**config.mk**
```make
export PLATFORM = sky130hd
export DESIGN_NAME = epi_scan_unit
export DESIGN_NICKNAME = d
export VERILOG_FILES = /design/src/epi_pkg.sv /design/src/epi_scan_unit.sv
export SDC_FILE = /design/constraint.sdc
export NUM_CORES = 1
export LEC_CHECK = 0
export BUFFER_PORTS_ARGS = -buffer_cell sky130_fd_sc_hd__buf_2
export CAP_MARGIN = 20
export CORE_MARGIN = 2
export CORE_UTILIZATION = 35
export CTS_BUF_LIST = sky130_fd_sc_hd__clkbuf_8 sky130_fd_sc_hd__clkbuf_16
export DETAILED_ROUTE_END_ITERATION = 8
export GPL_TIMING_DRIVEN = 0
export PLACE_DENSITY_LB_ADDON = 0.1
export SLEW_MARGIN = 25
export SYNTH_ARGS = -nofsm -noshare
export SYNTH_HDL_FRONTEND = slang
export SYNTH_SLANG_ARGS = --single-unit
```
**constraint.sdc**
```tcl
create_clock -name clock -period 3.95 [get_ports clock]
set_input_delay 0.9875 -clock clock [delete_from_list [all_inputs] [get_ports clock]]
set_output_delay 0.9875 -clock clock [all_outputs]
set_load 0.02 [all_outputs]
```
**src/epi_pkg.sv**
```systemverilog
// Shared types, constants and a helper function for the essential implicant selector.
package epi_pkg;

   // Width of one chart row and of the result masks.
   localparam int unsigned ROW_W = 32;
   // Width of the implicant count field.
   localparam int unsigned CNT_W = 6;
   // Largest number of implicant columns the chart supports.
   localparam int unsigned MAX_COLS = 32;

   // Sequencer states, one-hot coded.
   typedef enum logic [3:0] {
      ST_IDLE = 4'b0001,
      ST_ESS  = 4'b0010,
      ST_COM  = 4'b0100,
      ST_DONE = 4'b1000
   } epi_state_type;

   // Control from the sequencer to the scan unit.
   typedef struct packed {
      logic ess_clear;  // start a new essential set
      logic ess_en;     // fold the current row into the essential set
      logic com_load;   // seed the common cover with the used columns outside the essential set
      logic com_en;     // fold the current row into the common cover
   } epi_scan_ctrl_type;

   // Mask of the columns in use; counts of MAX_COLS or more give a full mask.
   function automatic logic [ROW_W-1:0] col_mask(input logic [CNT_W-1:0] n);
      logic [ROW_W-1:0] m;
      if (n >= CNT_W'(MAX_COLS)) begin
         m = {ROW_W{1'b1}};
      end else begin
         m = ~({ROW_W{1'b1}} << n[4:0]);
      end
      return m;
   endfunction

endpackage

```
**src/epi_scan_unit.sv**
```systemverilog
// Shared row evaluation unit: sole-cover detection and common-cover accumulation.
module epi_scan_unit (
   input  logic                      clock,
   input  logic                      reset,
   input  epi_pkg::epi_scan_ctrl_type ctrl,
   input  logic [epi_pkg::ROW_W-1:0] row_data,
   input  logic [epi_pkg::ROW_W-1:0] col_mask_val,
   output logic [epi_pkg::ROW_W-1:0] essential_mask,
   output logic [epi_pkg::ROW_W-1:0] selected_mask
);
   import epi_pkg::*;

   logic [ROW_W-1:0] ess_ff, ess_in;
   logic [ROW_W-1:0] com_ff, com_in;
   logic             any_ff, any_in;
   logic [ROW_W-1:0] row_used;
   logic             single;
   logic             uncovered;

   // The row limited to the columns in use, and its two tests.
   always_comb begin
      row_used  = row_data & col_mask_val;
      single    = (row_used != '0) && ((row_used & (row_used - ROW_W'(1))) == '0);
      uncovered = ((row_used & ess_ff) == '0);
   end

   // Next values of the accumulators.
   always_comb begin
      ess_in = ess_ff;
      com_in = com_ff;
      any_in = any_ff;
      if (ctrl.ess_clear) begin
         ess_in = '0;
      end else if (ctrl.ess_en && single) begin
         ess_in = ess_ff | row_used;
      end
      if (ctrl.com_load) begin
         com_in = col_mask_val & ~ess_ff;
         any_in = 1'b0;
      end else if (ctrl.com_en && uncovered) begin
         com_in = com_ff & row_used;
         any_in = 1'b1;
      end
   end

   // The essential set is state that reset clears; the cover is payload.
   always_ff @(posedge clock) begin
      if (reset) begin
         ess_ff <= '0;
         any_ff <= 1'b0;
      end else begin
         ess_ff <= ess_in;
         any_ff <= any_in;
      end
   end

   always_ff @(posedge clock) begin
      com_ff <= com_in;
   end

   // With no uncovered rows the common cover is not used and only the essential set is selected.
   assign essential_mask = ess_ff;
   assign selected_mask  = any_ff ? (ess_ff | com_ff) : ess_ff;

endmodule

```
== After elaboration in Yosys (flattened, before gate mapping) ==
Cells that the tools add are included.

* Flip-flop bits (word level): 65
* Bits of input ports: 70

* Add/subtract/negate cells: 1
* Muxes and demuxes: 3
* Bitwise logic cells: 8
* Reduce and logical (&&, ||, !) cells: 9

{| class="wikitable"
|+ Operators with widths
! cell !! number
|-
| 32-bit AND || 5
|-
| 32-bit 2-to-1 mux || 3
|-
| 32-bit logical NOT || 2
|-
| 32-bit bitwise OR || 2
|-
| 32-bit NOT || 1
|-
| 32-bit nonzero test || 1
|-
| 32-bit by 1-bit subtractor with 32-bit output (second input constant) || 1
|-
| 2-bit OR reduction || 2
|-
| 1-bit logical AND || 3
|-
| 2-bit nonzero test || 1
|}

== Depth between registers and ports, before layout ==
Gate-level depths: netlist of run 1.

* Depth in word-level cells: 6
* Mapped depth: 8

== Worst setup path before layout of run 1 ==
OpenSTA, ideal clock, no wires.

* Kind: input to register
* Start: input col_mask_val[2] in the netlist's numbering
* End: register ess_ff[14], in the netlist essential_mask[14]
* Arrival: 3431 ps
* Path slack: 450 ps
* Stages on the path: 8
* Path buffers: 1
* Cell sequence: a222oi_1 nand4_2 nor3_4 nor2_1 or4_4 clkbuf_2 or4b_1 o21ai_1

* Cells in the longest elaborated chain, start to end: 6
* Elaborated cells on any way between the ends: 7
* Classes of those cells: add/sub (1); bitwise (2); reduce/logical (4)

{| class="wikitable"
|+ RTL lines
! what !! RTL line !! text
|-
| from (decl) || epi_scan_unit.sv:7 || <nowiki>input logic [epi_pkg::ROW_W-1:0] col_mask_val,</nowiki>
|-
| 32-bit AND * || epi_scan_unit.sv:22 || <nowiki>row_used = row_data & col_mask_val;</nowiki>
|-
| 32-bit by 1-bit subtractor with 32-bit output || epi_scan_unit.sv:23 || <nowiki>single = (row_used != '0) && ((row_used & (row_used - ROW_W'(1))) == '0);</nowiki>
|-
| 32-bit AND || epi_scan_unit.sv:23 ||
|-
| 32-bit logical NOT || epi_scan_unit.sv:23 ||
|-
| 1-bit logical AND * || epi_scan_unit.sv:23 ||
|-
| 1-bit logical AND * || epi_scan_unit.sv:34 || <nowiki>end else if (ctrl.ess_en && single) begin</nowiki>
|-
| to (signal assigned) || epi_scan_unit.sv:52 || <nowiki>ess_ff <= ess_in;</nowiki>
|-
| to (decl) || epi_scan_unit.sv:13 || <nowiki>logic [ROW_W-1:0] ess_ff, ess_in;</nowiki>
|}

Every way passes the cells marked *; elsewhere a longest branch is shown, timed or not.
A chain may end at the register's enable or synchronous reset.

== Worst setup path after layout of run 1 ==
* Start: input row_data[2] in the netlist's numbering
* End: register ess_ff[4], in the netlist essential_mask[4]

* Cells in the longest elaborated chain, start to end: 6
* Elaborated cells on any way between the ends: 7
* Classes of those cells: add/sub (1); bitwise (2); reduce/logical (4)

{| class="wikitable"
|+ RTL lines
! what !! RTL line !! text
|-
| from (decl) || epi_scan_unit.sv:6 || <nowiki>input logic [epi_pkg::ROW_W-1:0] row_data,</nowiki>
|-
| 32-bit AND * || epi_scan_unit.sv:22 ||
|-
| 32-bit by 1-bit subtractor with 32-bit output || epi_scan_unit.sv:23 ||
|-
| 32-bit AND || epi_scan_unit.sv:23 ||
|-
| 32-bit logical NOT || epi_scan_unit.sv:23 ||
|-
| 1-bit logical AND * || epi_scan_unit.sv:23 ||
|-
| 1-bit logical AND * || epi_scan_unit.sv:34 ||
|}

Marked as above.

==> results of run 1 <==
==> power by group through the flow <==
| stage | Sequential, mW | Clock, mW | Combinational [mW] |
|---|---|---|---|
| floorplan | 0.766 | 0 | 0.145 |
| global placement | 0.770 | 0 | 0.254 |
| detailed placement | 0.771 | 0 | 0.261 |
| CTS | 0.756 | 0.603 | 0.263 |
| global route | 0.759 | 0.628 | 0.289 |
| finish | 0.756 | 0.585 | 0.262 |
==> logic make-up after synthesis <==
family / count (synthesis)
compound gates: 101
flops: 65
buf+inv: 27
mux: 32
simple gates: 233
fa+ha+maj: 1
==> layout make-up <==
cell class	instances	area, um^2
Buffer	23	90.09
Clock buffer	11	151.4
Clock inverter	5	47.55
Fill cell	1114	5883
Inverter	4	15.01
Multi-Input combinational cell	367	2208
Sequential cell	65	1622
Tap cell	140	175.2
Timing Repair Buffer	134	695.7
==> registers in the layout, summed over array words and instances, names as in the netlist <==
name	cells
com_ff	32
essential_mask	32
any_ff	1
==> per-stage QoR <==
stage / instance area [um^2] / util, % / worst slack (ns)
after detailed placement: 4798 / 44.07 / -0.2512
final: 5005 / 45.97 / 0.4174
after floorplan: 3933 / - / 0.4496
after CTS: 4997 / 45.90 / 0.1231
after global routing: 5005 / 45.97 / 0.2362
after global placement: 4768 / 43.79 / -0.2322
==> path summary, 6_finish.rpt <==
kind              cells past startpoint                from                 end
hold / removal                        2  essential_mask[15]  essential_mask[15]
hold reg to reg                       2  essential_mask[15]  essential_mask[15]
setup / recovery                     10         row_data[2]   essential_mask[4]
setup reg to reg                      6  essential_mask[10]          com_ff[15]
==> layer usage <==
layer  wire length, um  vias to the layer above
met5                 0                        -
met4               289                        0
met3               765                       20
met2              6007                      138
met1              6032                     1926
li1                  -                     2003
==> placed cells by master (no fill, tap or decap), types with 2 or more instances in the layout <==
cell type / synthesis / layout
nor4_1: 4 / 4
inv_1: 4 / 6
nor2_1: 5 / 5
a21o_1: 32 / 32
nor3_1: 5 / 5
buf_2: 0 / 132
o22ai_1: 2 / 2
a21oi_1: 4 / 4
o21ai_0: 6 / 6
o2111ai_1: 3 / 3
a22oi_1: 7 / 7
mux2i_1: 32 / 32
o21ai_1: 30 / 30
clkbuf_8: 0 / 11
nand2_1: 105 / 105
and2_1: 35 / 35
nand3_1: 31 / 31
dfxtp_1: 33 / 33
clkbuf_2: 3 / 3
clkbuf_1: 20 / 20
a31oi_1: 5 / 5
edfxtp_1: 32 / 32
a222oi_1: 4 / 4
or4_1: 28 / 28
clkinv_2: 0 / 2
or4b_1: 2 / 2
nand4_1: 11 / 11
==> worst reg2reg max path, delay by kind of cell, from the launching register on <==
kind | cells | cell delay [ns]
AND/OR/NAND/NOR | 4 | 0.98
flip-flops | 1 | 0.38
AO/OA/AOI/OAI | 1 | 0.24
buffers and inverters | 1 | 0.23
==> impl_metrics.xml, run 1 <==
<?xml version="1.0" encoding="UTF-8"?>
<metrics>
  <group name="floorplanning">
    <metric name="fp.dieW" unit="um">110</metric>
    <metric name="start_util" unit="%">36.12</metric>
    <metric name="std_cell_rows" unit="">38</metric>
    <metric name="die_height" unit="um">110</metric>
    <metric name="design.die.area" unit="mm^2">0.01210</metric>
    <metric name="io-pin-count" unit="">134</metric>
    <metric name="fp.coreArea" unit="mm^2">0.01089</metric>
  </group>
  <group name="finish">
    <metric name="layout-area-overhead-vs-synth" unit="%">27.27</metric>
    <metric name="final_nets" unit="">674</metric>
    <metric name="layout_cells_sized_above_1" unit="%">25.62</metric>
    <metric name="diode_count" unit="">0</metric>
    <metric name="layout.cells.non_filler" unit="">749</metric>
  </group>
  <group name="detailed_routing">
    <metric name="drc" unit="">0</metric>
    <metric name="detail-route-antenna-nets" unit="">0</metric>
    <metric name="via_per_inst" unit="">5.457</metric>
    <metric name="vias" unit="">4087</metric>
    <metric name="detail_route.wl_per_cell" unit="um">17.48</metric>
    <metric name="wirelength" unit="mm">13.10</metric>
    <metric name="drt_pre_antenna_iters" unit="">5</metric>
    <metric name="initialDrtViolationCount" unit="">245</metric>
  </group>
  <group name="clock_tree">
    <metric name="clock_latency" unit="ns">0.36</metric>
    <metric name="clock_tree.root_cell" unit="">clkbuf_8</metric>
    <metric name="cts-resized-gates" unit="">0</metric>
    <metric name="clk_pin_slew" unit="ns">0.07</metric>
    <metric name="ctsHoldBuffers" unit="">0</metric>
    <metric name="cts_num_sinks" unit="">65</metric>
    <metric name="cts-htree-levels" unit="">3</metric>
    <metric name="clockBufferDepth" unit="">2</metric>
    <metric name="cts.repair_timing.setup_buffer_count" unit="">0</metric>
    <metric name="cts_tree" unit="">yes</metric>
    <metric name="numCtsBuffers" unit="">9</metric>
  </group>
  <group name="synthesis">
    <metric name="synth_simple_gate_area_share" unit="%">30.64</metric>
    <metric name="synth_top_area_share" unit="%">24.44</metric>
    <metric name="netlist-cell-type-count" unit="">40</metric>
    <metric name="synth_top_flop_cell" unit="">dfxtp_1</metric>
    <metric name="synth.mux.area_fraction" unit="%">8.145</metric>
    <metric name="synthXorXnorAreaFrac" unit="%">0</metric>
    <metric name="synthMostInstantiatedCell" unit="">nand2_1</metric>
    <metric name="syn-num-nets" unit="">529</metric>
    <metric name="dominant_combinational_cell_family_by_area_after_synthesis" unit="">simple AND/OR/NAND/NOR gates</metric>
    <metric name="synth.yosys.warnings" unit="">0</metric>
    <metric name="synth-seq-cells" unit="">65</metric>
    <metric name="synth-async-reset-ratio" unit="%">0</metric>
    <metric name="avgSynthCellArea" unit="um^2">8.568</metric>
    <metric name="synthAdderAreaFrac" unit="%">0.2545</metric>
    <metric name="synth_top_cells_by_count" unit="">nand2_1, and2_1, dfxtp_1</metric>
    <metric name="synth-seq-area-share" unit="%">41.23</metric>
    <metric name="largest_cells_by_area_after_synthesis" unit="">edfxtp_1, dfxtp_1, nand2_1</metric>
    <metric name="synth_edf_count" unit="">32</metric>
    <metric name="netlist_instances" unit="">459</metric>
    <metric name="syn_area" unit="mm^2">0.003933</metric>
    <metric name="synth_compound_area_share" unit="%">17.05</metric>
    <metric name="yosys.area.top_type" unit="">edfxtp_1</metric>
  </group>
  <group name="worst_setup_path">
    <metric name="cp_data_arrival_time" unit="ns">3.81</metric>
    <metric name="slowest_stage" unit="">or4_4</metric>
    <metric name="cp_max_fo" unit="">10</metric>
    <metric name="critPathLaunchType" unit="">input pin</metric>
    <metric name="cpLargestDelayFamily" unit="">simple AND/OR/NAND/NOR gates</metric>
    <metric name="timing.critical_path.to_type" unit="">register</metric>
    <metric name="cp_num_buf_inv" unit="">3</metric>
    <metric name="crit_path_cell_chain" unit="">buf_2 -&gt; a222oi_1 -&gt; buf_4 -&gt; nand4_2 -&gt; nor3_4 -&gt; nor2_1 -&gt; or4_4 -&gt; clkbuf_2 -&gt; or4_1 -&gt; o21ai_1</metric>
    <metric name="crit_path_max_incr_delay" unit="ns">0.53</metric>
    <metric name="required" unit="ns">4.23</metric>
    <metric name="timing.reg2reg.setup_slack" unit="ns">1.82</metric>
    <metric name="setup.worst_path.class" unit="">in2reg</metric>
  </group>
  <group name="global_route">
    <metric name="grt_start_max_net_pins" unit="">18</metric>
    <metric name="grt.met3_usage" unit="%">3.233</metric>
    <metric name="use_met1" unit="%">29.81</metric>
    <metric name="grt_overflow" unit="">0</metric>
    <metric name="grt_first_pass_wirelength" unit="mm">20.07</metric>
    <metric name="grt_pass1_vias" unit="">3812</metric>
    <metric name="grt_use_total" unit="%">22.03</metric>
    <metric name="grt_antenna_before_repair" unit="">0</metric>
    <metric name="global_route_met2_usage" unit="%">34.93</metric>
    <metric name="globalRoute.busiestLayer" unit="">met2</metric>
  </group>
  <group name="power_and_ir_drop">
    <metric name="power.total" unit="mW">1.603</metric>
    <metric name="sequentialPowerShare" unit="%">47.1</metric>
    <metric name="cellLeakagePower" unit="nW">2.433</metric>
    <metric name="power.switching" unit="uW">441.4</metric>
    <metric name="p_per_area" unit="mW/mm^2">320.3</metric>
    <metric name="clock_power_share" unit="%">36.5</metric>
    <metric name="pwr-share-comb" unit="%">16.3</metric>
    <metric name="vdd_drop_max" unit="V">0.0001513</metric>
    <metric name="switching_share" unit="%">27.53</metric>
    <metric name="internal_power" unit="mW">1.162</metric>
  </group>
  <group name="timing">
    <metric name="worst_pin_slew" unit="ns">0.8250</metric>
    <metric name="timing_hold_violations_final" unit="">0</metric>
    <metric name="fin_crit" unit="ns">3.533</metric>
    <metric name="slew_headroom" unit="%">45.00</metric>
    <metric name="timing.clock.skew" unit="ns">0.009845</metric>
    <metric name="fin_crit_sh" unit="%">89.43</metric>
    <metric name="fmax" unit="MHz">283.1</metric>
    <metric name="timing.final.max_slew_violations" unit="">0</metric>
    <metric name="setup_total_negative_slack" unit="ns">0</metric>
    <metric name="holdWs" unit="ns">0.4960</metric>
    <metric name="finalSetupViolations" unit="">0</metric>
    <metric name="setup_repair_after_global_routing_missed_its_margin" unit="">no</metric>
  </group>
  <group name="placed_design">
    <metric name="dp_hpwl" unit="mm">10.24</metric>
    <metric name="numPlacedInstances" unit="">732</metric>
    <metric name="portBuffers" unit="">132</metric>
    <metric name="gpl.final_weighted_congestion" unit="">0.8564</metric>
  </group>
  <group name="status">
    <metric name="result_of_the_run" unit="">finished, final reports clean</metric>
  </group>
  <group name="min_path">
    <metric name="hold_class" unit="">reg2reg</metric>
  </group>
  <group name="run">
    <metric name="max_cap_viol_count" unit="">0</metric>
  </group>
</metrics>
(Power assumes the default switching activity.)
==> run 2: changes to the inputs <==
--- a/config.mk
+++ b/config.mk
@@ -7,11 +7,12 @@
 export LEC_CHECK = 0
 export BUFFER_PORTS_ARGS = -buffer_cell sky130_fd_sc_hd__buf_2
 export CAP_MARGIN = 20
-export CORE_MARGIN = 2
+export CORE_MARGIN = 5
 export CORE_UTILIZATION = 35
 export CTS_BUF_LIST = sky130_fd_sc_hd__clkbuf_8 sky130_fd_sc_hd__clkbuf_16
 export DETAILED_ROUTE_END_ITERATION = 8
 export GPL_TIMING_DRIVEN = 0
+export MAX_ROUTING_LAYER = met4
 export PLACE_DENSITY_LB_ADDON = 0.1
 export SLEW_MARGIN = 25
 export SYNTH_ARGS = -nofsm -noshare
==> run 2 against run 1 <==
  * Power increased by 14%
  * Clock power up 37%
  * Highest routed layer unchanged
  * Critical endpoint is now essential_mask[14]
  * Via count grew 0.86%
  * Worst hold slack about the same
  * Die area rose by 11%
  * Largest cell class unchanged
  * First-iteration DRC count grew 5.7%
==> impl_metrics.xml, run 2 (same netlist as run 1, synthesis figures left out) <==
<?xml version="1.0" encoding="UTF-8"?>
<metrics>
  <group name="timing">
    <metric name="timing_hold_violations_final" unit="">0</metric>
    <metric name="setup_repair_after_global_routing_missed_its_margin" unit="">no</metric>
    <metric name="worst_pin_slew" unit="ns">0.8286</metric>
    <metric name="fmax" unit="MHz">279.0</metric>
    <metric name="timing.final.max_slew_violations" unit="">0</metric>
    <metric name="finalWorstSetupSlack" unit="ns">0.3659</metric>
    <metric name="timing.clock.skew" unit="ns">0.005509</metric>
    <metric name="fin_crit" unit="ns">3.584</metric>
    <metric name="slew_headroom" unit="%">44.76</metric>
    <metric name="fin_crit_sh" unit="%">90.74</metric>
    <metric name="finalSetupViolations" unit="">0</metric>
  </group>
  <group name="global_route">
    <metric name="grt_first_pass_wirelength" unit="mm">21.31</metric>
    <metric name="grt_overflow" unit="">0</metric>
    <metric name="grt_pass1_vias" unit="">4011</metric>
    <metric name="grt_antenna_before_repair" unit="">0</metric>
    <metric name="grt_use_total" unit="%">21.19</metric>
    <metric name="grt_start_max_net_pins" unit="">21</metric>
  </group>
  <group name="detailed_routing">
    <metric name="drt_pre_antenna_iters" unit="">5</metric>
    <metric name="wirelength" unit="mm">13.69</metric>
    <metric name="detail-route-antenna-nets" unit="">0</metric>
    <metric name="via_per_inst" unit="">5.496</metric>
    <metric name="detail_route.wl_per_cell" unit="um">18.25</metric>
    <metric name="vias" unit="">4122</metric>
    <metric name="drc" unit="">0</metric>
    <metric name="initialDrtViolationCount" unit="">259</metric>
  </group>
  <group name="floorplanning">
    <metric name="fp.dieW" unit="um">116</metric>
    <metric name="design.die.area" unit="mm^2">0.01346</metric>
    <metric name="fp.coreArea" unit="mm^2">0.01094</metric>
    <metric name="std_cell_rows" unit="">38</metric>
    <metric name="start_util" unit="%">35.96</metric>
    <metric name="die_height" unit="um">116</metric>
    <metric name="io-pin-count" unit="">134</metric>
  </group>
  <group name="clock_tree">
    <metric name="clock_tree.root_cell" unit="">clkbuf_16</metric>
    <metric name="clk_pin_slew" unit="ns">0.05</metric>
    <metric name="cts_tree" unit="">yes</metric>
    <metric name="cts-htree-levels" unit="">3</metric>
    <metric name="clockBufferDepth" unit="">2</metric>
    <metric name="clock_latency" unit="ns">0.33</metric>
    <metric name="cts-resized-gates" unit="">0</metric>
    <metric name="numCtsBuffers" unit="">9</metric>
    <metric name="cts_num_sinks" unit="">65</metric>
  </group>
  <group name="run">
    <metric name="max_cap_viol_count" unit="">0</metric>
  </group>
  <group name="worst_setup_path">
    <metric name="crit_path_cell_chain" unit="">buf_2 -&gt; a222oi_1 -&gt; nand3_1 -&gt; nor3_4 -&gt; nor2_1 -&gt; or4_4 -&gt; clkbuf_2 -&gt; or4b_1 -&gt; o21ai_1</metric>
    <metric name="slowest_stage" unit="">a222oi_1</metric>
    <metric name="timing.critical_path.to_type" unit="">register</metric>
    <metric name="cp_num_buf_inv" unit="">2</metric>
    <metric name="required" unit="ns">4.20</metric>
    <metric name="setup.worst_path.class" unit="">in2reg</metric>
    <metric name="timing.critical_path.from" unit="">col_mask_val[14]</metric>
    <metric name="critPathLaunchType" unit="">input pin</metric>
    <metric name="cpLargestDelayFamily" unit="">simple AND/OR/NAND/NOR gates</metric>
    <metric name="worstSetupPathDepth" unit="">9</metric>
    <metric name="timing.rr.start" unit="">essential_mask[18]</metric>
    <metric name="crit_path_max_incr_delay" unit="ns">0.55</metric>
    <metric name="cp_data_arrival_time" unit="ns">3.84</metric>
    <metric name="cp_max_fo" unit="">10</metric>
    <metric name="worstRegToRegCells" unit="">6</metric>
    <metric name="timing.reg2reg.setup_slack" unit="ns">1.75</metric>
  </group>
  <group name="finish">
    <metric name="layout_commonest_cell" unit="">buf_2</metric>
    <metric name="postLayoutCoreUtil" unit="%">46.66</metric>
    <metric name="layout_cells_sized_above_1" unit="%">26.07</metric>
    <metric name="final_nets" unit="">675</metric>
    <metric name="diode_count" unit="">0</metric>
    <metric name="most_frequent_cells_in_the_layout" unit="">buf_2, nand2_1, and2_1</metric>
    <metric name="layout.cells.non_filler" unit="">750</metric>
    <metric name="fillers" unit="">1110</metric>
    <metric name="layout-area-overhead-vs-synth" unit="%">29.75</metric>
  </group>
  <group name="power_and_ir_drop">
    <metric name="sequentialPowerShare" unit="%">41.6</metric>
    <metric name="power.switching" unit="uW">475.6</metric>
    <metric name="clock_power_share" unit="%">44.0</metric>
    <metric name="vdd_drop_max" unit="V">0.0001887</metric>
    <metric name="p_per_area" unit="mW/mm^2">356.7</metric>
    <metric name="internal_power" unit="mW">1.344</metric>
    <metric name="switching_share" unit="%">26.13</metric>
    <metric name="pwr-share-comb" unit="%">14.4</metric>
    <metric name="cellLeakagePower" unit="nW">2.471</metric>
  </group>
  <group name="min_path">
    <metric name="worst_hold_depth" unit="">2</metric>
    <metric name="worst_hold_startpoint" unit="">essential_mask[15]</metric>
    <metric name="hold_class" unit="">reg2reg</metric>
  </group>
  <group name="placed_design">
    <metric name="portBuffers" unit="">132</metric>
    <metric name="dp_hpwl" unit="mm">10.61</metric>
    <metric name="numPlacedInstances" unit="">732</metric>
    <metric name="place_worst_setup_slack" unit="ns">-0.2001</metric>
    <metric name="gpl.final_weighted_congestion" unit="">0.9072</metric>
  </group>
  <group name="status">
    <metric name="result_of_the_run" unit="">finished, final reports clean</metric>
  </group>
</metrics>
run 2: area by class of cell:
cell class | instances | area, um^2 | share of cell area (%)
Inverter | 4 | 15.01 | 0.2943
Clock inverter | 6 | 57.56 | 1.128
Multi-Input combinational cell | 367 | 2208 | 43.28
Clock buffer | 10 | 239.0 | 4.684
Sequential cell | 65 | 1622 | 31.78
Timing Repair Buffer | 135 | 695.7 | 13.63
Buffer | 23 | 90.09 | 1.766
Tap cell | 140 | 175.2 | 3.433
run 2: routing by layer:
metal	routed length (um)	track usage, %	up-vias
met5	0	-	-
met4	285	7.038	0
met1	6197	27.29	1954
met2	6332	33.29	146
met3	874	4.439	22
li1	-	-	2000
run 2: what timing repair did:
action,4_1_cts,5_1_grt
buffers inserted,0,2
setup endpoints to repair,0,22
hold buffers,0,0
run 2: worst paths after layout:
check                        to
max          essential_mask[14]
min          essential_mask[15]
max reg2reg          com_ff[17]
min reg2reg  essential_mask[15]
run 2: per-stage QoR:
step	hold WS (ns)	instance area (um^2)	power, mW	setup TNS, ns
floorplan	0.5501	3933	0.9112	0
global placement	0.4865	4768	1.024	-4.274
detailed placement	0.4858	4791	1.030	-4.998
CTS	0.4990	5087	1.838	0
global route	0.5306	5102	1.899	0
finish	0.4960	5102	1.820	0
run 2: worst register-to-register path: stages (launching register included):
cell      delay (ns)
dfxtp_1         0.35
a32oi_1         0.26
nand3_1         0.12
nor4_1          0.38
nand3_1         0.19
nand2b_2        0.36
buf_12          0.25
run 2: power by group through the flow:
stage / registers, mW / logic, mW / clock network, mW
after global placement: 0.770 / 0.254 / 0
after detailed placement: 0.770 / 0.260 / 0
final: 0.757 / 0.263 / 0.800
after global routing: 0.761 / 0.289 / 0.849
after CTS: 0.757 / 0.260 / 0.821
after floorplan: 0.766 / 0.145 / 0
==> run 3: changes to the inputs <==
--- a/config.mk
+++ b/config.mk
@@ -7,9 +7,10 @@
 export LEC_CHECK = 0
 export BUFFER_PORTS_ARGS = -buffer_cell sky130_fd_sc_hd__buf_2
 export CAP_MARGIN = 20
+export CORE_ASPECT_RATIO = 1.1
 export CORE_MARGIN = 5
 export CORE_UTILIZATION = 35
-export CTS_BUF_LIST = sky130_fd_sc_hd__clkbuf_8 sky130_fd_sc_hd__clkbuf_16
+export CTS_BUF_LIST = sky130_fd_sc_hd__clkbuf_2 sky130_fd_sc_hd__clkbuf_4 sky130_fd_sc_hd__clkbuf_8
 export DETAILED_ROUTE_END_ITERATION = 8
 export GPL_TIMING_DRIVEN = 0
 export MAX_ROUTING_LAYER = met4
==> run 3 against run 2 <==
  * Sequential power barely moved
  * Sequential share of layout area grew 0.64 points
  * Clock skew grew 0.0079 ns
  * Critical endpoint is now essential_mask[4]
  * First-iteration DRC count shrank 14%
  * Combinational power barely moved
  * Critical path type unchanged
  * Largest power group is now registers
  * Core utilization fell by 1.0 points
==> impl_metrics.xml, run 3 (same netlist as run 1, synthesis figures left out) <==
<?xml version="1.0" encoding="UTF-8"?>
<metrics>
  <group name="status">
    <metric name="result_of_the_run" unit="">finished, final reports clean</metric>
  </group>
  <group name="finish">
    <metric name="diode_count" unit="">0</metric>
    <metric name="final_nets" unit="">675</metric>
    <metric name="layout-area-overhead-vs-synth" unit="%">27.20</metric>
    <metric name="layout_commonest_cell" unit="">buf_2</metric>
    <metric name="seq_area" unit="mm^2">0.001622</metric>
    <metric name="multi_input_comb_area" unit="mm^2">0.002208</metric>
    <metric name="layout_cells_sized_above_1" unit="%">26.07</metric>
    <metric name="most_frequent_cells_in_the_layout" unit="">buf_2, nand2_1, and2_1</metric>
    <metric name="fillers" unit="">1118</metric>
  </group>
  <group name="clock_tree">
    <metric name="numCtsBuffers" unit="">9</metric>
    <metric name="cts_num_sinks" unit="">65</metric>
    <metric name="cts.repair_timing.setup_buffer_count" unit="">0</metric>
    <metric name="cts-htree-levels" unit="">3</metric>
    <metric name="clockBufferDepth" unit="">2</metric>
    <metric name="ctsHoldBuffers" unit="">0</metric>
    <metric name="clk_pin_slew" unit="ns">0.08</metric>
    <metric name="cts-resized-gates" unit="">0</metric>
    <metric name="cts_tree" unit="">yes</metric>
    <metric name="clock_tree.root_cell" unit="">clkbuf_8</metric>
    <metric name="clock_latency" unit="ns">0.34</metric>
  </group>
  <group name="min_path">
    <metric name="worst_hold_startpoint" unit="">essential_mask[31]</metric>
    <metric name="worst_hold_depth" unit="">2</metric>
    <metric name="timing.hold.worst_endpoint" unit="">essential_mask[31]</metric>
    <metric name="hold_class" unit="">reg2reg</metric>
  </group>
  <group name="global_route">
    <metric name="grt_start_max_net_pins" unit="">21</metric>
    <metric name="grt_overflow" unit="">0</metric>
    <metric name="grt_use_total" unit="%">20.33</metric>
    <metric name="grt_antenna_before_repair" unit="">0</metric>
    <metric name="grt_first_pass_wirelength" unit="mm">21.27</metric>
    <metric name="grt_pass1_vias" unit="">4070</metric>
  </group>
  <group name="timing">
    <metric name="worst_pin_slew" unit="ns">0.8331</metric>
    <metric name="slew_headroom" unit="%">44.46</metric>
    <metric name="finalWorstSetupSlack" unit="ns">0.3852</metric>
    <metric name="timing_hold_violations_final" unit="">0</metric>
    <metric name="fin_crit_sh" unit="%">90.25</metric>
    <metric name="fmax" unit="MHz">280.5</metric>
    <metric name="timing.final.max_slew_violations" unit="">0</metric>
    <metric name="finalSetupViolations" unit="">0</metric>
    <metric name="fin_crit" unit="ns">3.565</metric>
    <metric name="timing.clock.skew" unit="ns">0.01343</metric>
    <metric name="setup_repair_after_global_routing_missed_its_margin" unit="">no</metric>
  </group>
  <group name="power_and_ir_drop">
    <metric name="power.switching" unit="uW">434.4</metric>
    <metric name="p_per_area" unit="mW/mm^2">308.4</metric>
    <metric name="switching_share" unit="%">28.15</metric>
    <metric name="cellLeakagePower" unit="nW">2.416</metric>
    <metric name="power.total" unit="mW">1.543</metric>
    <metric name="clock_power_share" unit="%">34.0</metric>
    <metric name="sequentialPowerShare" unit="%">48.9</metric>
    <metric name="vdd_drop_max" unit="V">0.0001353</metric>
    <metric name="pwr-share-comb" unit="%">17.1</metric>
    <metric name="internal_power" unit="mW">1.109</metric>
  </group>
  <group name="worst_setup_path">
    <metric name="setup.worst_path.class" unit="">in2reg</metric>
    <metric name="worstRegToRegCells" unit="">6</metric>
    <metric name="cp_data_arrival_time" unit="ns">3.84</metric>
    <metric name="critical_path.reg2reg.endpoint" unit="">com_ff[27]</metric>
    <metric name="required" unit="ns">4.23</metric>
    <metric name="timing.reg2reg.setup_slack" unit="ns">1.74</metric>
    <metric name="timing.critical_path.to_type" unit="">register</metric>
    <metric name="critPathLaunchType" unit="">input pin</metric>
    <metric name="cp_max_fo" unit="">10</metric>
    <metric name="timing.rr.start" unit="">essential_mask[10]</metric>
  </group>
  <group name="detailed_routing">
    <metric name="detail_route.wl_per_cell" unit="um">17.70</metric>
    <metric name="drc" unit="">0</metric>
    <metric name="detail-route-antenna-nets" unit="">0</metric>
    <metric name="drt_pre_antenna_iters" unit="">8</metric>
    <metric name="initialDrtViolationCount" unit="">224</metric>
    <metric name="via_per_inst" unit="">5.413</metric>
    <metric name="vias" unit="">4098</metric>
    <metric name="wirelength" unit="mm">13.40</metric>
  </group>
  <group name="floorplanning">
    <metric name="std_cell_rows" unit="">40</metric>
    <metric name="design.die.area" unit="mm^2">0.01346</metric>
    <metric name="start_util" unit="%">35.88</metric>
    <metric name="die_height" unit="um">121.2</metric>
    <metric name="io-pin-count" unit="">134</metric>
    <metric name="fp.dieW" unit="um">111.1</metric>
    <metric name="fp.coreArea" unit="mm^2">0.01096</metric>
  </group>
  <group name="placed_design">
    <metric name="place_worst_setup_slack" unit="ns">-0.1793</metric>
    <metric name="dp_hpwl" unit="mm">10.45</metric>
    <metric name="portBuffers" unit="">132</metric>
    <metric name="gpl.final_weighted_congestion" unit="">0.9124</metric>
  </group>
  <group name="run">
    <metric name="max_cap_viol_count" unit="">0</metric>
  </group>
</metrics>
## run 3: changes by cell type in the layout (fill, tap and decap cells not counted)
| cell | change |
|---|---|
| clkbuf_8 | +9 |
| buf_12 | -1 |
| buf_16 | +1 |
| clkinvlp_4 | +1 |
| clkbuf_16 | -9 |
| bufinv_16 | -1 |
| clkinv_2 | -3 |
| clkbuf_4 | +3 |
## run 3: metrics by stage
step                util (%)  hold WS (ns)  cell area [um^2]  setup TNS (ns)  std cells
CTS                    45.50        0.4972              4987               0        755
detailed placement     43.86        0.4876              4807          -4.286        739
global placement       43.58        0.4850              4777          -2.857        738
finish                 45.64        0.4933              5002               0        757
floorplan                  -        0.5501              3933               0        459
global route           45.64        0.5273              5002               0        757
## run 3: critical path: stages
cell and delay [ns]:
buf_2 0.11, a222oi_1 0.55, nand3_1 0.27, nor3_4 0.38
nor2_1 0.10, or4_4 0.54, clkbuf_2 0.22, or4_1 0.55
o21ai_1 0.13
## run 3: power groups by stage
stage                     Sequential [mW]  Combinational, mW  Clock [mW]
after global placement              0.770              0.253           0
after detailed placement            0.770              0.260           0
after floorplan                     0.766              0.145           0
after CTS                           0.755              0.261       0.536
after global routing                0.758              0.291       0.576
final                               0.755              0.264       0.525
## run 3: routing by layer
layer  part of all wire [%]  up-vias  global-route usage, %
li1                       -     2006                      -
met1                     45     1919                  25.46
met2                     46      149                  31.98
met3                    6.6       24                  4.988
met4                    2.4        0                  7.757
met5                      0        -                      -
## run 3: layout make-up
class	count	area share (%)
clock inverters	3	0.4002
clock buffers	13	3.202
plain buffers	23	1.801
multi-input cells	367	44.15
inverters	4	0.3001
well taps	147	3.677
flip-flops and latches	65	32.42
repair buffers	135	14.06
## run 3: how the worst max path moves through the flow
stage	start	slack, ns	cells after the start	to
floorplan	col_mask_val[2]	0.45	8	essential_mask[14]
global placement	col_mask_val[2]	-0.13	9	essential_mask[3]
detailed placement	col_mask_val[2]	-0.18	9	essential_mask[4]
CTS	col_mask_val[2]	0.18	9	essential_mask[4]
global route	col_mask_val[14]	0.14	9	essential_mask[14]
finish	col_mask_val[14]	0.39	9	essential_mask[4]
